[config.mk]
export PLATFORM = sky130hd
export DESIGN_NAME = document_feature_counter
export DESIGN_NICKNAME = d
export VERILOG_FILES = /design/src/rtl/core/dfc_pkg.sv /design/src/rtl/core/dfc_line_scan.sv /design/src/rtl/core/dfc_counters.sv /design/src/rtl/core/document_feature_counter.sv
export VERILOG_INCLUDE_DIRS = /design/src /design/src/rtl/core
export SDC_FILE = /design/constraint.sdc
export NUM_CORES = 1
export LEC_CHECK = 0
export ABC_AREA = 1
export BUFFER_PORTS_ARGS = -buffer_cell sky130_fd_sc_hd__buf_2
export CAP_MARGIN = 20
export CORE_ASPECT_RATIO = 1.4
export CORE_MARGIN = 5
export CORE_UTILIZATION = 46
export CTS_CLUSTER_SIZE = 28
export DETAILED_ROUTE_END_ITERATION = 7
export GPL_TIMING_DRIVEN = 0
export PLACE_DENSITY = 0.62
export SYNTH_ARGS = -nofsm -noshare
export SYNTH_HDL_FRONTEND = slang
export SYNTH_HIERARCHICAL = 1
export SYNTH_SLANG_ARGS = --single-unit
[constraint.sdc]
create_clock -name clk -period 15.2 [get_ports clk]
set_clock_uncertainty 0.1 [all_clocks]
set_input_delay 2.28 -clock clk [delete_from_list [all_inputs] [get_ports clk]]
set_output_delay 2.28 -clock clk [all_outputs]
set_load 0.1 [all_outputs]
[src/rtl/core/document_feature_counter_macros.svh]
// ----------------------------------------------------------------------------
// document feature counter assertion macros
// clocked assertion helpers shared by the rtl files of the counter
// ----------------------------------------------------------------------------
`ifndef DOCUMENT_FEATURE_COUNTER_MACROS_SVH
`define DOCUMENT_FEATURE_COUNTER_MACROS_SVH

`ifndef SYNTH
`define DFC_ASSERT(lbl, prop, msg) \
	lbl: assert property (@(posedge clk) disable iff (!arst_n) prop) \
	else $error(msg);
`define DFC_ASSERT_NEVER(lbl, cond, msg) \
	lbl: assert property (@(posedge clk) disable iff (!arst_n) !(cond)) \
	else $error(msg);
`else
`define DFC_ASSERT(lbl, prop, msg)
`define DFC_ASSERT_NEVER(lbl, cond, msg)
`endif

`endif

[src/rtl/core/dfc_pkg.sv]
// ----------------------------------------------------------------------------
// document feature counter package
// shared types, character codes, keyword table and helper functions
// ----------------------------------------------------------------------------
package dfc_pkg;

	localparam int COUNT_WIDTH  = 32;
	localparam int REPORT_WIDTH = 32;
	localparam int CNT_SLOTS    = 7;
	localparam int OUT_WIDTH    = CNT_SLOTS * REPORT_WIDTH;

	localparam int CNT_LINE   = 0;
	localparam int CNT_HEADER = 1;
	localparam int CNT_OPEN   = 2;
	localparam int CNT_DONE   = 3;
	localparam int CNT_WORD   = 4;
	localparam int CNT_ENTITY = 5;
	localparam int CNT_ARROW  = 6;

	typedef logic [COUNT_WIDTH-1:0]                count_t;
	typedef logic [REPORT_WIDTH-1:0]               report_t;
	typedef logic [CNT_SLOTS-1:0][COUNT_WIDTH-1:0] count_vec_t;
	typedef logic [7:0]                            byte_t;

	localparam logic KIND_BYTE = 1'b0;
	localparam logic KIND_END  = 1'b1;

	localparam logic MODE_MARKDOWN = 1'b0;
	localparam logic MODE_PLANTUML = 1'b1;

	localparam byte_t CH_TAB     = 8'h09;
	localparam byte_t CH_LF      = 8'h0A;
	localparam byte_t CH_CR      = 8'h0D;
	localparam byte_t CH_SPACE   = 8'h20;
	localparam byte_t CH_HASH    = 8'h23;
	localparam byte_t CH_DASH    = 8'h2D;
	localparam byte_t CH_DOT     = 8'h2E;
	localparam byte_t CH_LT      = 8'h3C;
	localparam byte_t CH_GT      = 8'h3E;
	localparam byte_t CH_UPPER_A = 8'h41;
	localparam byte_t CH_UPPER_X = 8'h58;
	localparam byte_t CH_UPPER_Z = 8'h5A;
	localparam byte_t CH_LBRACK  = 8'h5B;
	localparam byte_t CH_RBRACK  = 8'h5D;
	localparam byte_t CH_LOWER_X = 8'h78;
	localparam byte_t CASE_SHIFT = 8'h20;

	localparam logic [2:0] HASH_RUN_MAX  = 3'd7;
	localparam logic [2:0] HDR_MAX_LEVEL = 3'd6;

	typedef enum logic [1:0] {
		HDR_COUNTING,
		HDR_YES,
		HDR_NO
	} hdr_phase_t;

	typedef enum logic [2:0] {
		TSK_LEAD,
		TSK_GAP,
		TSK_MARK,
		TSK_CLOSE,
		TSK_YES,
		TSK_NO
	} task_phase_t;

	localparam logic [1:0] TASK_MARK_NONE = 2'd0;
	localparam logic [1:0] TASK_MARK_OPEN = 2'd1;
	localparam logic [1:0] TASK_MARK_DONE = 2'd2;

	typedef enum logic [1:0] {
		KW_LEAD,
		KW_MATCH,
		KW_YES,
		KW_NO
	} kw_phase_t;

	localparam int KW_COUNT   = 7;
	localparam int KW_MAX_LEN = 9;
	localparam int KW_TEXT_W  = KW_MAX_LEN * 8;

	typedef logic [KW_TEXT_W-1:0] kw_text_t;
	typedef logic [3:0]           kw_pos_t;
	typedef logic [KW_COUNT-1:0]  kw_mask_t;

	localparam kw_pos_t  KW_POS_MAX = 4'd15;
	localparam kw_mask_t KW_ALL     = '1;

	// words stored left justified, first character in the top byte
	localparam kw_text_t KW_WORDS [KW_COUNT] = '{
		{"class", 32'h0},
		{"component"},
		{"actor", 32'h0},
		{"usecase", 16'h0},
		{"state", 32'h0},
		{"node", 40'h0},
		{"interface"}
	};

	localparam kw_pos_t KW_LENS [KW_COUNT] = '{
		4'd5, 4'd9, 4'd5, 4'd7, 4'd5, 4'd4, 4'd9
	};

	typedef struct packed {
		logic line;
		logic header;
		logic open_task;
		logic done_task;
		logic word;
		logic entity;
		logic arrow;
	} bump_t;

	function automatic logic is_ws(input byte_t c);
		return (c == CH_SPACE) || ((c >= CH_TAB) && (c <= CH_CR));
	endfunction

	function automatic byte_t fold(input byte_t c);
		return ((c >= CH_UPPER_A) && (c <= CH_UPPER_Z)) ? byte_t'(c + CASE_SHIFT) : c;
	endfunction

	function automatic byte_t kw_char(input kw_text_t w, input kw_pos_t pos);
		byte_t r;
		r = '0;
		for (int i = 0; i < KW_MAX_LEN; i++) begin
			if (pos == kw_pos_t'(i)) begin
				r = w[KW_TEXT_W-1-8*i -: 8];
			end
		end
		return r;
	endfunction

	function automatic report_t report(input count_t v);
		return (v > count_t'({REPORT_WIDTH{1'b1}})) ? '1 : report_t'(v);
	endfunction

endpackage

[src/rtl/core/dfc_line_scan.sv]
// ----------------------------------------------------------------------------
// document feature counter line scanner
// per-line feature trackers; turns each item into counter increments
// ----------------------------------------------------------------------------
`include "document_feature_counter_macros.svh"

module dfc_line_scan (
	input  logic           clk,
	input  logic           arst_n,
	input  logic           step,
	input  logic           kind,
	input  dfc_pkg::byte_t byte_value,
	input  logic           doc_mode,
	output dfc_pkg::bump_t bump
);

	logic                 line_started_q, line_started_n;
	logic [2:0]           hash_run_q, hash_run_n;
	dfc_pkg::hdr_phase_t  hdr_phase_q, hdr_phase_n;
	dfc_pkg::task_phase_t task_phase_q, task_phase_n;
	logic [1:0]           task_mark_q, task_mark_n;
	logic                 in_word_q, in_word_n;
	dfc_pkg::kw_mask_t    kw_alive_q, kw_alive_n;
	dfc_pkg::kw_pos_t     kw_pos_q, kw_pos_n;
	dfc_pkg::kw_phase_t   kw_phase_q, kw_phase_n;
	logic                 prev_dd_q, prev_dd_n;
	logic                 prev_lt_q, prev_lt_n;

	logic              ws;
	logic              dash_or_dot;
	dfc_pkg::byte_t    lc;
	dfc_pkg::bump_t    close_b;
	logic              hash_ok;
	logic [2:0]        hash_inc;
	dfc_pkg::kw_mask_t kw_keep;
	logic              kw_hit;
	logic              md;

	always_comb begin
		ws          = dfc_pkg::is_ws(byte_value);
		lc          = dfc_pkg::fold(byte_value);
		dash_or_dot = (byte_value == dfc_pkg::CH_DASH) || (byte_value == dfc_pkg::CH_DOT);
		md          = (doc_mode == dfc_pkg::MODE_MARKDOWN);
		hash_ok     = (hash_run_q != 3'd0) && (hash_run_q <= dfc_pkg::HDR_MAX_LEVEL);
		hash_inc    = (hash_run_q < dfc_pkg::HASH_RUN_MAX) ? hash_run_q + 3'd1 : hash_run_q;

		// increments owed when the current line closes
		close_b           = '0;
		close_b.line      = 1'b1;
		close_b.header    = md && ((hdr_phase_q == dfc_pkg::HDR_YES) ||
			((hdr_phase_q == dfc_pkg::HDR_COUNTING) && hash_ok));
		close_b.open_task = md && (task_phase_q == dfc_pkg::TSK_YES) &&
			(task_mark_q == dfc_pkg::TASK_MARK_OPEN);
		close_b.done_task = md && (task_phase_q == dfc_pkg::TSK_YES) &&
			(task_mark_q == dfc_pkg::TASK_MARK_DONE);
		close_b.entity    = !md && (kw_phase_q == dfc_pkg::KW_YES);

		// keyword candidates, one lane per word
		kw_keep = '0;
		kw_hit  = 1'b0;
		for (int k = 0; k < dfc_pkg::KW_COUNT; k++) begin
			if (kw_pos_q < dfc_pkg::KW_LENS[k]) begin
				kw_keep[k] = kw_alive_q[k] &&
					(lc == dfc_pkg::kw_char(dfc_pkg::KW_WORDS[k], kw_pos_q));
			end else begin
				kw_hit = kw_hit || (kw_alive_q[k] && ws);
			end
		end

		line_started_n = line_started_q;
		hash_run_n     = hash_run_q;
		hdr_phase_n    = hdr_phase_q;
		task_phase_n   = task_phase_q;
		task_mark_n    = task_mark_q;
		in_word_n      = in_word_q;
		kw_alive_n     = kw_alive_q;
		kw_pos_n       = kw_pos_q;
		kw_phase_n     = kw_phase_q;
		prev_dd_n      = prev_dd_q;
		prev_lt_n      = prev_lt_q;
		bump           = '0;

		if (kind == dfc_pkg::KIND_END || byte_value == dfc_pkg::CH_LF) begin
			if (kind == dfc_pkg::KIND_END) begin
				in_word_n = 1'b0;
				if (line_started_q) begin
					bump = close_b;
				end
			end else begin
				in_word_n = 1'b0;
				bump      = close_b;
			end
			line_started_n = 1'b0;
			hash_run_n     = '0;
			hdr_phase_n    = dfc_pkg::HDR_COUNTING;
			task_phase_n   = dfc_pkg::TSK_LEAD;
			task_mark_n    = dfc_pkg::TASK_MARK_NONE;
			kw_alive_n     = dfc_pkg::KW_ALL;
			kw_pos_n       = '0;
			kw_phase_n     = dfc_pkg::KW_LEAD;
			prev_dd_n      = 1'b0;
			prev_lt_n      = 1'b0;
		end else begin
			in_word_n      = !ws;
			bump.word      = !ws && !in_word_q && md;
			line_started_n = 1'b1;

			// atx header
			if (hdr_phase_q == dfc_pkg::HDR_COUNTING) begin
				if (byte_value == dfc_pkg::CH_HASH) begin
					hash_run_n = hash_inc;
					if (hash_inc > dfc_pkg::HDR_MAX_LEVEL) begin
						hdr_phase_n = dfc_pkg::HDR_NO;
					end
				end else if (hash_ok && ws) begin
					hdr_phase_n = dfc_pkg::HDR_YES;
				end else begin
					hdr_phase_n = dfc_pkg::HDR_NO;
				end
			end

			// task box
			unique case (task_phase_q)
				dfc_pkg::TSK_LEAD: begin
					if (byte_value == dfc_pkg::CH_DASH) begin
						task_phase_n = dfc_pkg::TSK_GAP;
					end else if (!ws) begin
						task_phase_n = dfc_pkg::TSK_NO;
					end
				end
				dfc_pkg::TSK_GAP: begin
					if (byte_value == dfc_pkg::CH_LBRACK) begin
						task_phase_n = dfc_pkg::TSK_MARK;
					end else if (byte_value != dfc_pkg::CH_SPACE &&
						byte_value != dfc_pkg::CH_TAB) begin
						task_phase_n = dfc_pkg::TSK_NO;
					end
				end
				dfc_pkg::TSK_MARK: begin
					if (byte_value == dfc_pkg::CH_SPACE) begin
						task_mark_n  = dfc_pkg::TASK_MARK_OPEN;
						task_phase_n = dfc_pkg::TSK_CLOSE;
					end else if (byte_value == dfc_pkg::CH_LOWER_X ||
						byte_value == dfc_pkg::CH_UPPER_X) begin
						task_mark_n  = dfc_pkg::TASK_MARK_DONE;
						task_phase_n = dfc_pkg::TSK_CLOSE;
					end else begin
						task_phase_n = dfc_pkg::TSK_NO;
					end
				end
				dfc_pkg::TSK_CLOSE: begin
					task_phase_n = (byte_value == dfc_pkg::CH_RBRACK) ?
						dfc_pkg::TSK_YES : dfc_pkg::TSK_NO;
				end
				default: begin
				end
			endcase

			// entity keyword
			if ((kw_phase_q == dfc_pkg::KW_MATCH) ||
				(kw_phase_q == dfc_pkg::KW_LEAD && !ws)) begin
				if (kw_hit) begin
					kw_phase_n = dfc_pkg::KW_YES;
				end else begin
					kw_alive_n = kw_keep;
					kw_phase_n = (kw_keep == '0) ? dfc_pkg::KW_NO : dfc_pkg::KW_MATCH;
					kw_pos_n   = (kw_pos_q < dfc_pkg::KW_POS_MAX) ? kw_pos_q + 4'd1 : kw_pos_q;
				end
			end

			// arrow heads
			bump.arrow = !md && (((byte_value == dfc_pkg::CH_GT) && prev_dd_q) ||
				(dash_or_dot && prev_lt_q));
			prev_dd_n  = dash_or_dot;
			prev_lt_n  = (byte_value == dfc_pkg::CH_LT);
		end
	end

	always_ff @(posedge clk or negedge arst_n) begin
		if (!arst_n) begin
			line_started_q <= 1'b0;
			hash_run_q     <= '0;
			hdr_phase_q    <= dfc_pkg::HDR_COUNTING;
			task_phase_q   <= dfc_pkg::TSK_LEAD;
			task_mark_q    <= dfc_pkg::TASK_MARK_NONE;
			in_word_q      <= 1'b0;
			kw_alive_q     <= dfc_pkg::KW_ALL;
			kw_pos_q       <= '0;
			kw_phase_q     <= dfc_pkg::KW_LEAD;
			prev_dd_q      <= 1'b0;
			prev_lt_q      <= 1'b0;
		end else if (step) begin
			line_started_q <= line_started_n;
			hash_run_q     <= hash_run_n;
			hdr_phase_q    <= hdr_phase_n;
			task_phase_q   <= task_phase_n;
			task_mark_q    <= task_mark_n;
			in_word_q      <= in_word_n;
			kw_alive_q     <= kw_alive_n;
			kw_pos_q       <= kw_pos_n;
			kw_phase_q     <= kw_phase_n;
			prev_dd_q      <= prev_dd_n;
			prev_lt_q      <= prev_lt_n;
		end
	end

	`DFC_ASSERT_NEVER(a_kw_match_alive, kw_phase_q == dfc_pkg::KW_MATCH && kw_alive_q == '0, "keyword match with no live candidate")
	`DFC_ASSERT(a_end_clears_line, step && kind == dfc_pkg::KIND_END |=> !line_started_q && !in_word_q, "end transfer left line state set")

endmodule

[src/rtl/core/dfc_counters.sv]
// ----------------------------------------------------------------------------
// document feature counter totals
// seven saturating counters, cleared after each document
// ----------------------------------------------------------------------------
`include "document_feature_counter_macros.svh"

module dfc_counters (
	input  logic                clk,
	input  logic                arst_n,
	input  logic                step,
	input  logic                clear,
	input  dfc_pkg::bump_t      bump,
	output dfc_pkg::count_vec_t totals
);

	dfc_pkg::count_vec_t              counts_q;
	logic [dfc_pkg::CNT_SLOTS-1:0]   inc;

	always_comb begin
		inc                      = '0;
		inc[dfc_pkg::CNT_LINE]   = bump.line;
		inc[dfc_pkg::CNT_HEADER] = bump.header;
		inc[dfc_pkg::CNT_OPEN]   = bump.open_task;
		inc[dfc_pkg::CNT_DONE]   = bump.done_task;
		inc[dfc_pkg::CNT_WORD]   = bump.word;
		inc[dfc_pkg::CNT_ENTITY] = bump.entity;
		inc[dfc_pkg::CNT_ARROW]  = bump.arrow;
		for (int j = 0; j < dfc_pkg::CNT_SLOTS; j++) begin
			totals[j] = (inc[j] && (counts_q[j] != '1)) ?
				counts_q[j] + dfc_pkg::count_t'(1) : counts_q[j];
		end
	end

	always_ff @(posedge clk or negedge arst_n) begin
		if (!arst_n) begin
			counts_q <= '0;
		end else if (step) begin
			counts_q <= clear ? '0 : totals;
		end
	end

	`DFC_ASSERT(a_clear_zero, step && clear |=> counts_q == '0, "counters not cleared after end transfer")

endmodule

[src/rtl/core/document_feature_counter.sv]
// ----------------------------------------------------------------------------
// document feature counter
// counts lines, headers, task boxes, words, entities and arrows of a document
// ----------------------------------------------------------------------------
// one item per cycle while no end item waits; a byte item never stalls the input
// an end item's totals reach the output through the input and output registers
// an end item waits in the input register only while an earlier result is not taken
// reset clears all counters, line state and doc_mode (markdown) at once
`include "document_feature_counter_macros.svh"

module document_feature_counter (
	input  logic                             clk,
	input  logic                             arst_n,
	input  logic                             cfg_valid,
	output logic                             cfg_ready,
	input  logic                             cfg_data,       // doc_mode
	input  logic                             s_axis_tvalid,
	output logic                             s_axis_tready,
	input  logic [7:0]                       s_axis_tdata,   // byte_value
	input  logic                             s_axis_tuser,   // kind
	output logic                             m_axis_tvalid,
	input  logic                             m_axis_tready,
	// line_total, header_total, open_task_total, done_task_total,
	// word_total, entity_total, arrow_total, 32 bits each
	output logic [dfc_pkg::OUT_WIDTH-1:0]    m_axis_tdata
);

	logic                          doc_mode_q;
	logic                          valid_s1;
	logic                          kind_s1;
	dfc_pkg::byte_t                byte_s1;
	logic                          m_valid_q;
	logic [dfc_pkg::OUT_WIDTH-1:0] m_data_q;
	logic                          out_free;
	logic                          advance;
	logic                          is_end;
	dfc_pkg::bump_t                bump;
	dfc_pkg::count_vec_t           totals;

	assign cfg_ready     = 1'b1;
	assign out_free      = !m_valid_q || m_axis_tready;
	assign is_end        = (kind_s1 == dfc_pkg::KIND_END);
	assign advance       = valid_s1 && (!is_end || out_free);
	assign s_axis_tready = !valid_s1 || advance;
	assign m_axis_tvalid = m_valid_q;
	assign m_axis_tdata  = m_data_q;

	always_ff @(posedge clk or negedge arst_n) begin
		if (!arst_n) begin
			doc_mode_q <= dfc_pkg::MODE_MARKDOWN;
		end else if (cfg_valid && cfg_ready) begin
			doc_mode_q <= cfg_data;
		end
	end

	always_ff @(posedge clk or negedge arst_n) begin
		if (!arst_n) begin
			valid_s1 <= 1'b0;
		end else if (s_axis_tready) begin
			valid_s1 <= s_axis_tvalid;
		end
	end

	always_ff @(posedge clk) begin
		if (s_axis_tready && s_axis_tvalid) begin
			kind_s1 <= s_axis_tuser;
			byte_s1 <= s_axis_tdata;
		end
	end

	dfc_line_scan u_line_scan (
		.clk        (clk),
		.arst_n     (arst_n),
		.step       (advance),
		.kind       (kind_s1),
		.byte_value (byte_s1),
		.doc_mode   (doc_mode_q),
		.bump       (bump)
	);

	dfc_counters u_counters (
		.clk    (clk),
		.arst_n (arst_n),
		.step   (advance),
		.clear  (is_end),
		.bump   (bump),
		.totals (totals)
	);

	always_ff @(posedge clk or negedge arst_n) begin
		if (!arst_n) begin
			m_valid_q <= 1'b0;
		end else if (advance && is_end) begin
			m_valid_q <= 1'b1;
		end else if (m_axis_tready) begin
			m_valid_q <= 1'b0;
		end
	end

	always_ff @(posedge clk) begin
		if (advance && is_end) begin
			for (int j = 0; j < dfc_pkg::CNT_SLOTS; j++) begin
				m_data_q[j*dfc_pkg::REPORT_WIDTH +: dfc_pkg::REPORT_WIDTH] <=
					dfc_pkg::report(totals[j]);
			end
		end
	end

	`DFC_ASSERT(a_end_to_out, advance && is_end |=> m_axis_tvalid, "end transfer produced no result")
	`DFC_ASSERT(a_out_from_end, $rose(m_axis_tvalid) |-> $past(advance && is_end), "result without end transfer")
	`DFC_ASSERT_NEVER(a_stall_cause, valid_s1 && !advance && !(is_end && m_valid_q && !m_axis_tready), "input stalled without a blocked result")

endmodule

* After elaboration in Yosys (flattened, before gate mapping)
Index checks and enable logic that the tools add are counted.
** Operators by class
- Add/sub/neg operators :: 10
- Order comparisons :: 19
- Eq/ne operators :: 48
- Multiplexer cells :: 137
- Bitwise operators :: 1
- Reduce and logical (&&, ||, !) cells :: 83
** Operator list (count)
- two-way mux 7 bit :: 52
- adder 32 x 1 -> 32 bit, second input constant :: 7
- greater-than comparator 32 bit, second input constant :: 7
- two-way mux 224 bit :: 1
- two-way mux 32 bit :: 7
- inequality test 32 bit, second input constant :: 7
- two-way mux 8 bit :: 23
- == test 8 bit :: 7
- == test 8 x 6 -> 1 bit, second input constant :: 6
- logical AND 1 bit :: 41
- two-way mux 3 bit :: 11
- == test 8 x 7 -> 1 bit, second input constant :: 4
- two-way mux 2 bit :: 13
- two-way mux 1 bit :: 24
- two-way mux 4 bit :: 5
- == test 4 x 3 -> 1 bit, second input constant :: 4
- logical OR 1 bit :: 16
- < comparator 4 x 3 -> 1 bit, second input constant :: 3
- one-hot mux 3 bit (4 select lines) :: 1
- AND reduction 3 bit :: 4
- nonzero test 2 bit :: 6
- adder 8 x 6 -> 8 bit, second input constant :: 1
- == test 4 x 2 -> 1 bit, second input constant :: 2
- == test 8 x 4 -> 1 bit, second input constant :: 1
- other kinds (33) :: 45
** Word-level totals
- Register bits :: 487
- Input port bits :: 15

* Logic depth before layout (Yosys ltp)
Gate-level depths: netlist (run 1).
- Depth in word-level cells :: 20
- Mapped depth :: 21

* Cells and area by module
Netlist (run 1), hierarchy kept.
** Modules (own cells, without submodules)
- dfc_counters :: instances 1, cells each 2901, area an instance 17675.7 sq um
- document_feature_counter :: instances 1, cells each 254, area an instance 7155.6 sq um
- dfc_line_scan :: instances 1, cells each 465, area an instance 2992.9 sq um

* Least setup slack after synthesis (run 1)
OpenSTA, ideal clock, no wires.
- Path kind :: input to register
- Start :: input m_axis_tready
- End :: register m_data_q (netlist bit m_axis_tdata[0]) (enable)
- Setup time :: 0.575 ns
- Arrival time :: 6.840 ns
- Path slack :: 7.685 ns
- Stages on the path :: 4
- Path buffers :: 0
- Cells stage by stage :: inv_1 -> nand2_1 -> nand3_1 -> inv_1
** Between the ends
- Longest elaborated chain between the ends :: 4
** RTL lines
- start, declared :: RTL line document_feature_counter.sv:22 : input logic m_axis_tready,
- logical OR 1 bit :: RTL line document_feature_counter.sv:41 : assign out_free = !m_valid_q || m_axis_tready;
- logical OR 1 bit :: RTL line document_feature_counter.sv:43 : assign advance = valid_s1 && (!is_end || out_free);
- logical AND 1 bit :: RTL line document_feature_counter.sv:43
- logical AND 1 bit :: RTL line document_feature_counter.sv:101 : if (advance && is_end) begin
- end signal, assigned by index :: RTL line document_feature_counter.sv:103 : m_data_q[j*dfc_pkg::REPORT_WIDTH +: dfc_pkg::REPORT_WIDTH] <=
- end, declared :: RTL line document_feature_counter.sv:33 : logic [dfc_pkg::OUT_WIDTH-1:0] m_data_q;
No other way between the ends.
A chain may end at the register's enable or synchronous reset.

* Final worst setup path (run 1)
- Start :: input m_axis_tready
- End :: output s_axis_tready
** Between the ends
- Longest elaborated chain between the ends :: 4
** RTL lines
- logical OR 1 bit :: RTL line document_feature_counter.sv:41
- logical OR 1 bit :: RTL line document_feature_counter.sv:43
- logical AND 1 bit :: RTL line document_feature_counter.sv:43
- logical OR 1 bit :: RTL line document_feature_counter.sv:44 : assign s_axis_tready = !valid_s1 || advance;
- end, declared :: RTL line document_feature_counter.sv:18 : output logic s_axis_tready,
No other way between the ends.

==> out/qor.csv, run 1 <==
stage;metric;value;unit
status;outcome;complete, no violations;
cts;cts_tree;done;
die;ioPinCount;242;
die;die_w;218;microns
die;coreArea;59800;sq um
sta;slew-limit-headroom;24.6;%
global_routing;grt_max_degree;127;
synthesis;yosys_warnings;6;
route;routed_wl;79.6;mm
power;switching_share;32.4;%
synthesis;synth_flop_cell;dfrtp_1;
critical_path;crit_chain;buf_2 -> inv_1 -> nand4_2 -> buf_2;
critical_path;cp_slowest_stage_delay;0.44;ns
final_layout;regArea;13400;sq um
final_layout;multi_input_area;12400;sq um
final_layout;diodes;0;
run;maxCapViolations;0;
cts;cts_sinks;487;
die;initial_core_util;46.5;%
synthesis;synth_cell_types;54;
sta;hold_viol;0;
worst_hold_path;hold_class;reg2reg;
route;drt_iter0_markers;1697;
synthesis;synth_edf_count;233;
route;drt-pass1-iter-count;6;
final_layout;fillers;5825;
sta;rsz0062_at_grt;false;
critical_path;critPathCaptureType;output pin;
cts;worstSkewPairLatency;0.60;ns
global_routing;grt_pass1_vias;23600;
final_layout;nets;3947;
sta;fmax;0.188;GHz
global_routing;grt_usage;24.0;%
critical_path;slowest_stage;buf_2;
sta;period_share;35.0;%
sta;final-max-slew-violation-count;0;
die;num_rows;106;
power;p_leak;14.0;nW
synthesis;ys_seq_area_share;48.0;%
critical_path;startpoint_type;input pin;
power;p_per_area;108;nW/um^2
critical_path;critPathMaxFanout;3;
power;switching_power;0.00112;W
cts;htreeDepth;2;
sta;fin_crit;5.32;ns
power;p_comb_share;20.1;%
sta;final-setup-viol-count;0;
global_routing;grt-ovfl-total;0;
route;avgRoutedWirePerCell;16.7;microns
sta;finalSetupTns;0;ns
global_routing;grt_antenna_before_repair;0;
cts;clk_pin_slew;0.06;ns
synthesis;avgSynthCellArea;7.69;sq um
die;die_height;301;microns
synthesis;syn_nets;3651;
place;hpwlAfterDp;59.1;mm
power;seq_power_share;42.7;%
route;drc_errors;0;
sta;worst_slew_pin_slew;1.12;ns
place;portBuffers;240;
critical_path;crit_family;buffers and inverters;
route;vias;24600;
cts;cts_setup_buffers;0;
critical_path;cp_common_cell;buf_2;
synthesis;netlist_area;27800;sq um
route;ant_nets;0;
synthesis;synth-async-reset-ratio;52.2;%
power;ir_worst_vdd;0.0000993;V
route;routed_via_density;5.16;
critical_path;cp_num_buf_inv;3;
power;p_int;0.00233;W
power;pwr-share-clk;37.3;%
die;dieArea;65600;sq um
critical_path;crit_arrival;2.94;ns
global_routing;grt_pass1_wl;127;mm
place;place_congestion;0.950;
final_layout;drive_gt1_share;13.3;%
critical_path;required;12.82;ns
final_layout;syn2layout_area_growth;14.5;%
sta;whs;0.381;ns
cts;ctsHoldBuffers;0;
critical_path;crit_type;in2out;
cts;cts_made_buffers;50;
cts;cts_resized;0;
cts;cts-root-buf;clkbuf_16;
synthesis;ys_ff_latch;487;
cts;clock_path_buffers;3;
synthesis;synth_cells;3620;
## per-layer routing
layer | vias to the layer above | track usage, % | wire length (microns)
met5 | - | 0 | 0
met4 | 0 | 6.69 | 2110
met3 | 120 | 3.89 | 4370
met2 | 591 | 41.8 | 39000
met1 | 11500 | 31.0 | 34100
li1 | 12400 | - | -
## registers in the layout (all words and copies together) (netlist names), 2 cells and up
name / count
u_line_scan/hdr_phase_q: 2
u_line_scan/kw_phase_q: 2
u_line_scan/task_phase_q: 3
u_line_scan/task_mark_q: 2
u_counters/counts_q: 224
byte_s1: 8
m_axis_tdata: 224
u_line_scan/kw_alive_q: 7
u_line_scan/kw_pos_q: 4
u_line_scan/hash_run_q: 3
## logic make-up after synthesis
group | synth area share [%]
and+or+nand+nor | 38.5
adders and majority gates | 0.719
buffers and inverters | 7.45
AOI/OAI and AO/OA | 4.02
other | 0.0135
xor gates and xnor gates | 1.23
DFF | 48.0
## layout by cell type (no fill, tap or decap), types with 7 or more instances in the layout
master,instances
nor2_4,10
buf_6,22
o21ai_0,125
nand4_1,102
nand2_1,1179
o21ai_2,11
xor2_1,21
edfxtp_1,233
dfrtp_1,247
nor2_1,343
and2_1,158
dfstp_2,7
buf_2,287
nor2_2,23
ha_1,16
inv_1,358
buf_4,8
clkbuf_1,33
nand3b_1,12
clkbuf_16,51
nand3_1,465
nor3_1,47
o21ai_1,15
a21oi_1,18
clkinv_2,12
xnor2_1,18
inv_2,7
nand2_2,29
## metrics by stage
step / area (sq um) / util (%) / total power (W) / worst slack (ns) / instances
finish: 31900 / 53.2 / 0.00344 / 9.88 / 4767
global route: 31900 / 53.2 / 0.00360 / 9.84 / 4767
CTS: 31900 / 53.2 / 0.00348 / 9.88 / 4767
detailed placement: 30200 / 50.4 / 0.00219 / 9.88 / 4674
global placement: 30000 / 50.2 / 0.00219 / 5.57 / 4670
floorplan: 27800 / - / 0.00203 / 7.68 / 3620
## power by group through the flow
stage	clock network, W	logic [W]	registers, W
floorplan	0	0.000326	0.00170
global placement	0	0.000686	0.00151
detailed placement	0	0.000692	0.00149
CTS	0.00132	0.000694	0.00147
global route	0.00137	0.000754	0.00147
finish	0.00128	0.000691	0.00147
## Yosys cell counts, types with 29 or more instances
library cell / n / area [sq um]
nand4_1: 102 / 638
clkbuf_1: 32 / 120
nor2_1: 343 / 1290
nand3_1: 465 / 2330
inv_1: 359 / 1350
nor3_1: 47 / 235
nand2_1: 1179 / 4430
buf_2: 48 / 240
nand2_2: 29 / 181
dfrtp_1: 247 / 6180
o21ai_0: 125 / 626
edfxtp_1: 233 / 7000
and2_1: 158 / 988
## worst register-to-register path: cells and delay by family (launching register included)
kind            cells  cell delay [ns]
simple gates       10             2.37
compound gates      1             0.46
buf+inv             4             0.77
flops               1             0.50
## final cells by class
| type | instances | share of cell area (%) |
|---|---|---|
| Buffer | 113 | 2.11 |
| Tap cell | 810 | 3.18 |
| Inverter | 370 | 4.42 |
| Multi-Input combinational cell | 2650 | 38.9 |
| Timing Repair Buffer | 244 | 4.10 |
| Sequential cell | 487 | 42.0 |
| Clock inverter | 38 | 1.19 |
| Clock buffer | 55 | 4.15 |
## worst paths after layout
check	start	to	slack [ns]	cells after the start
worst max-delay path	m_axis_tready	s_axis_tready	9.88	4
worst min-delay path	u_line_scan/kw_phase_q[1]	u_line_scan/kw_phase_q[1]	0.38	2
worst max register to register	byte_s1[4]	m_axis_tdata[186]	10.76	15
worst min register to register	u_line_scan/kw_phase_q[1]	u_line_scan/kw_phase_q[1]	0.38	2
max in group asynchronous	arst_n	u_counters/counts_q[137]	12.46	2
min in group asynchronous	arst_n	u_counters/counts_q[87]	1.53	1
Note: power is estimated with default switching activity, not from simulation.
==> run 2: changes to the inputs <==
PLACE_DENSITY = 0.65   (was 0.62)
clock period = 4.75 ns   (was 15.2 ns; I/O delays follow)
==> out/qor.csv, run 2 (synthesized netlist as in run 1, its figures left out) <==
stage;metric;value;unit
worst_hold_path;hold_class;in2async;
final_layout;regArea;13400;sq um
cts;cts_tree;done;
cts;cts_made_buffers;49;
cts;clk_pin_slew;0.06;ns
sta;final-max-slew-violation-count;0;
place;hpwlAfterDp;59.8;mm
global_routing;grt_pass1_wl;127;mm
sta;rsz0062_at_grt;false;
cts;clock_path_buffers;3;
cts;htreeDepth;2;
run;maxCapViolations;0;
final_layout;multi_input_area;12400;sq um
power;p_per_area;348;nW/um^2
place;place_congestion;0.951;
power;ir_worst_vdd;0.000266;V
global_routing;grt_usage;24.1;%
die;ioPinCount;242;
sta;worst_slew_pin_slew;1.05;ns
critical_path;critPathMaxFanout;10;
sta;final-setup-viol-count;0;
cts;worstSkewPairLatency;0.60;ns
critical_path;r2r-start;byte_s1[4];
status;outcome;complete, no violations;
final_layout;final_common_cell;nand2_1;
route;avgRoutedWirePerCell;16.8;microns
cts;cts_setup_buffers;0;
critical_path;critPathCaptureType;flip-flop;
power;power;0.0111;W
place;portBuffers;240;
final_layout;most-common-layout-cells;nand2_1, nand3_1, inv_1, nor2_1, buf_2;
global_routing;grt_antenna_before_repair;1;
critical_path;reg2reg_to;m_axis_tdata[63];
die;die_height;301;microns
route;ant_nets;0;
die;die_w;218;microns
sta;fin_crit;4.37;ns
route;drt_iter0_markers;1911;
sta;slew-limit-headroom;29.5;%
route;drt-pass1-iter-count;6;
critical_path;required;5.00;ns
final_layout;fillers;5729;
critical_path;r2r_setup_slack;0.38;ns
global_routing;grt_max_degree;102;
die;num_rows;106;
global_routing;grt_pass1_vias;23600;
critical_path;startpoint_type;flip-flop;
cts;cts_sinks;487;
power;p_leak;14.0;nW
sta;fmax;0.229;GHz
die;initial_core_util;46.5;%
critical_path;cp-startpoint;byte_s1[4];
cts;cts-root-buf;clkbuf_16;
die;coreArea;59800;sq um
cts;ctsHoldBuffers;0;
critical_path;crit_arrival;4.62;ns
global_routing;grt-ovfl-total;0;
final_layout;drive_gt1_share;13.5;%
final_layout;post-route-util;53.4;%
final_layout;syn2layout_area_growth;14.9;%
critical_path;crit_type;reg2reg;
sta;period_share;92.0;%
critical_path;ff2ff_path_depth;16;
route;routed_wl;80.2;mm
die;dieArea;65600;sq um
route;drc_errors;0;
sta;hold_viol;0;
route;vias;24700;
final_layout;nets;3950;
route;routed_via_density;5.19;
-- run 2: how the worst max path moves through the flow --
stage / to / slack, ns
2_1_floorplan: m_axis_tdata[0] / 0.008
3_3_place_gp: m_axis_tvalid / -3.32
3_5_place_dp: m_axis_tdata[53] / 0.08
4_1_cts: m_axis_tdata[53] / 0.07
5_1_grt: m_axis_tdata[63] / 0.12
6_report: m_axis_tdata[63] / 0.38
-- run 2: report_power, final --
group	switching [W]	internal (W)
Clock	0.00181	0.00236
Combinational	0.00175	0.000498
Sequential	0.0000978	0.00460
-- run 2: routing by layer --
metal | share of wire [%] | global-route usage, % | wire length [microns]
met1 | 42 | 30.7 | 33600
met3 | 5.8 | 3.75 | 4630
met2 | 49 | 41.8 | 39100
met4 | 3.7 | 8.29 | 2940
met5 | 0 | 0 | 0
-- run 2: area by class of cell --
type	instances	share of cell area [%]
flip-flops and latches	487	41.8
multi-input cells	2650	38.8
inverters	370	4.39
repair buffers	248	4.31
clock buffers	56	4.12
well taps	810	3.17
plain buffers	113	2.11
clock inverters	36	1.28
diodes	1	0.00783
-- run 2: through the flow --
step | setup WS [ns] | instances | area (sq um) | setup TNS [ns] | hold slack [ns]
6_report | 0.380 | 4771 | 32000 | 0 | 0.0351
5_1_grt | 0.117 | 4770 | 32000 | 0 | 0.0984
4_1_cts | 0.0742 | 4770 | 32000 | 0 | 0.0452
3_5_place_dp | 0.0831 | 4678 | 30200 | 0 | 0.371
3_3_place_gp | -3.32 | 4670 | 30100 | -949.98 | 0.369
2_1_floorplan | 0.00799 | 3620 | 27800 | 0 | 0.317
-- run 2: timing repair --
item / 4_1_cts / 5_1_grt
resized for setup: 0 / 1
endpoints found under the hold margin: 0 / 0
endpoints found under the setup margin: 0 / 31
-- run 2: critical path, stage by stage (launching register included) --
cell	delay [ns]
edfxtp_1	0.49
inv_2	0.23
nand2_1	0.09
nor2_2	0.15
nand2_1	0.12
nand2_4	0.16
inv_2	0.11
a21oi_2	0.36
inv_1	0.17
a2111oi_2	0.74
buf_2	0.45
nand2_1	0.11
nor3_1	0.23
nand3_1	0.11
nor2_1	0.20
nand3_1	0.12
and2_1	0.18
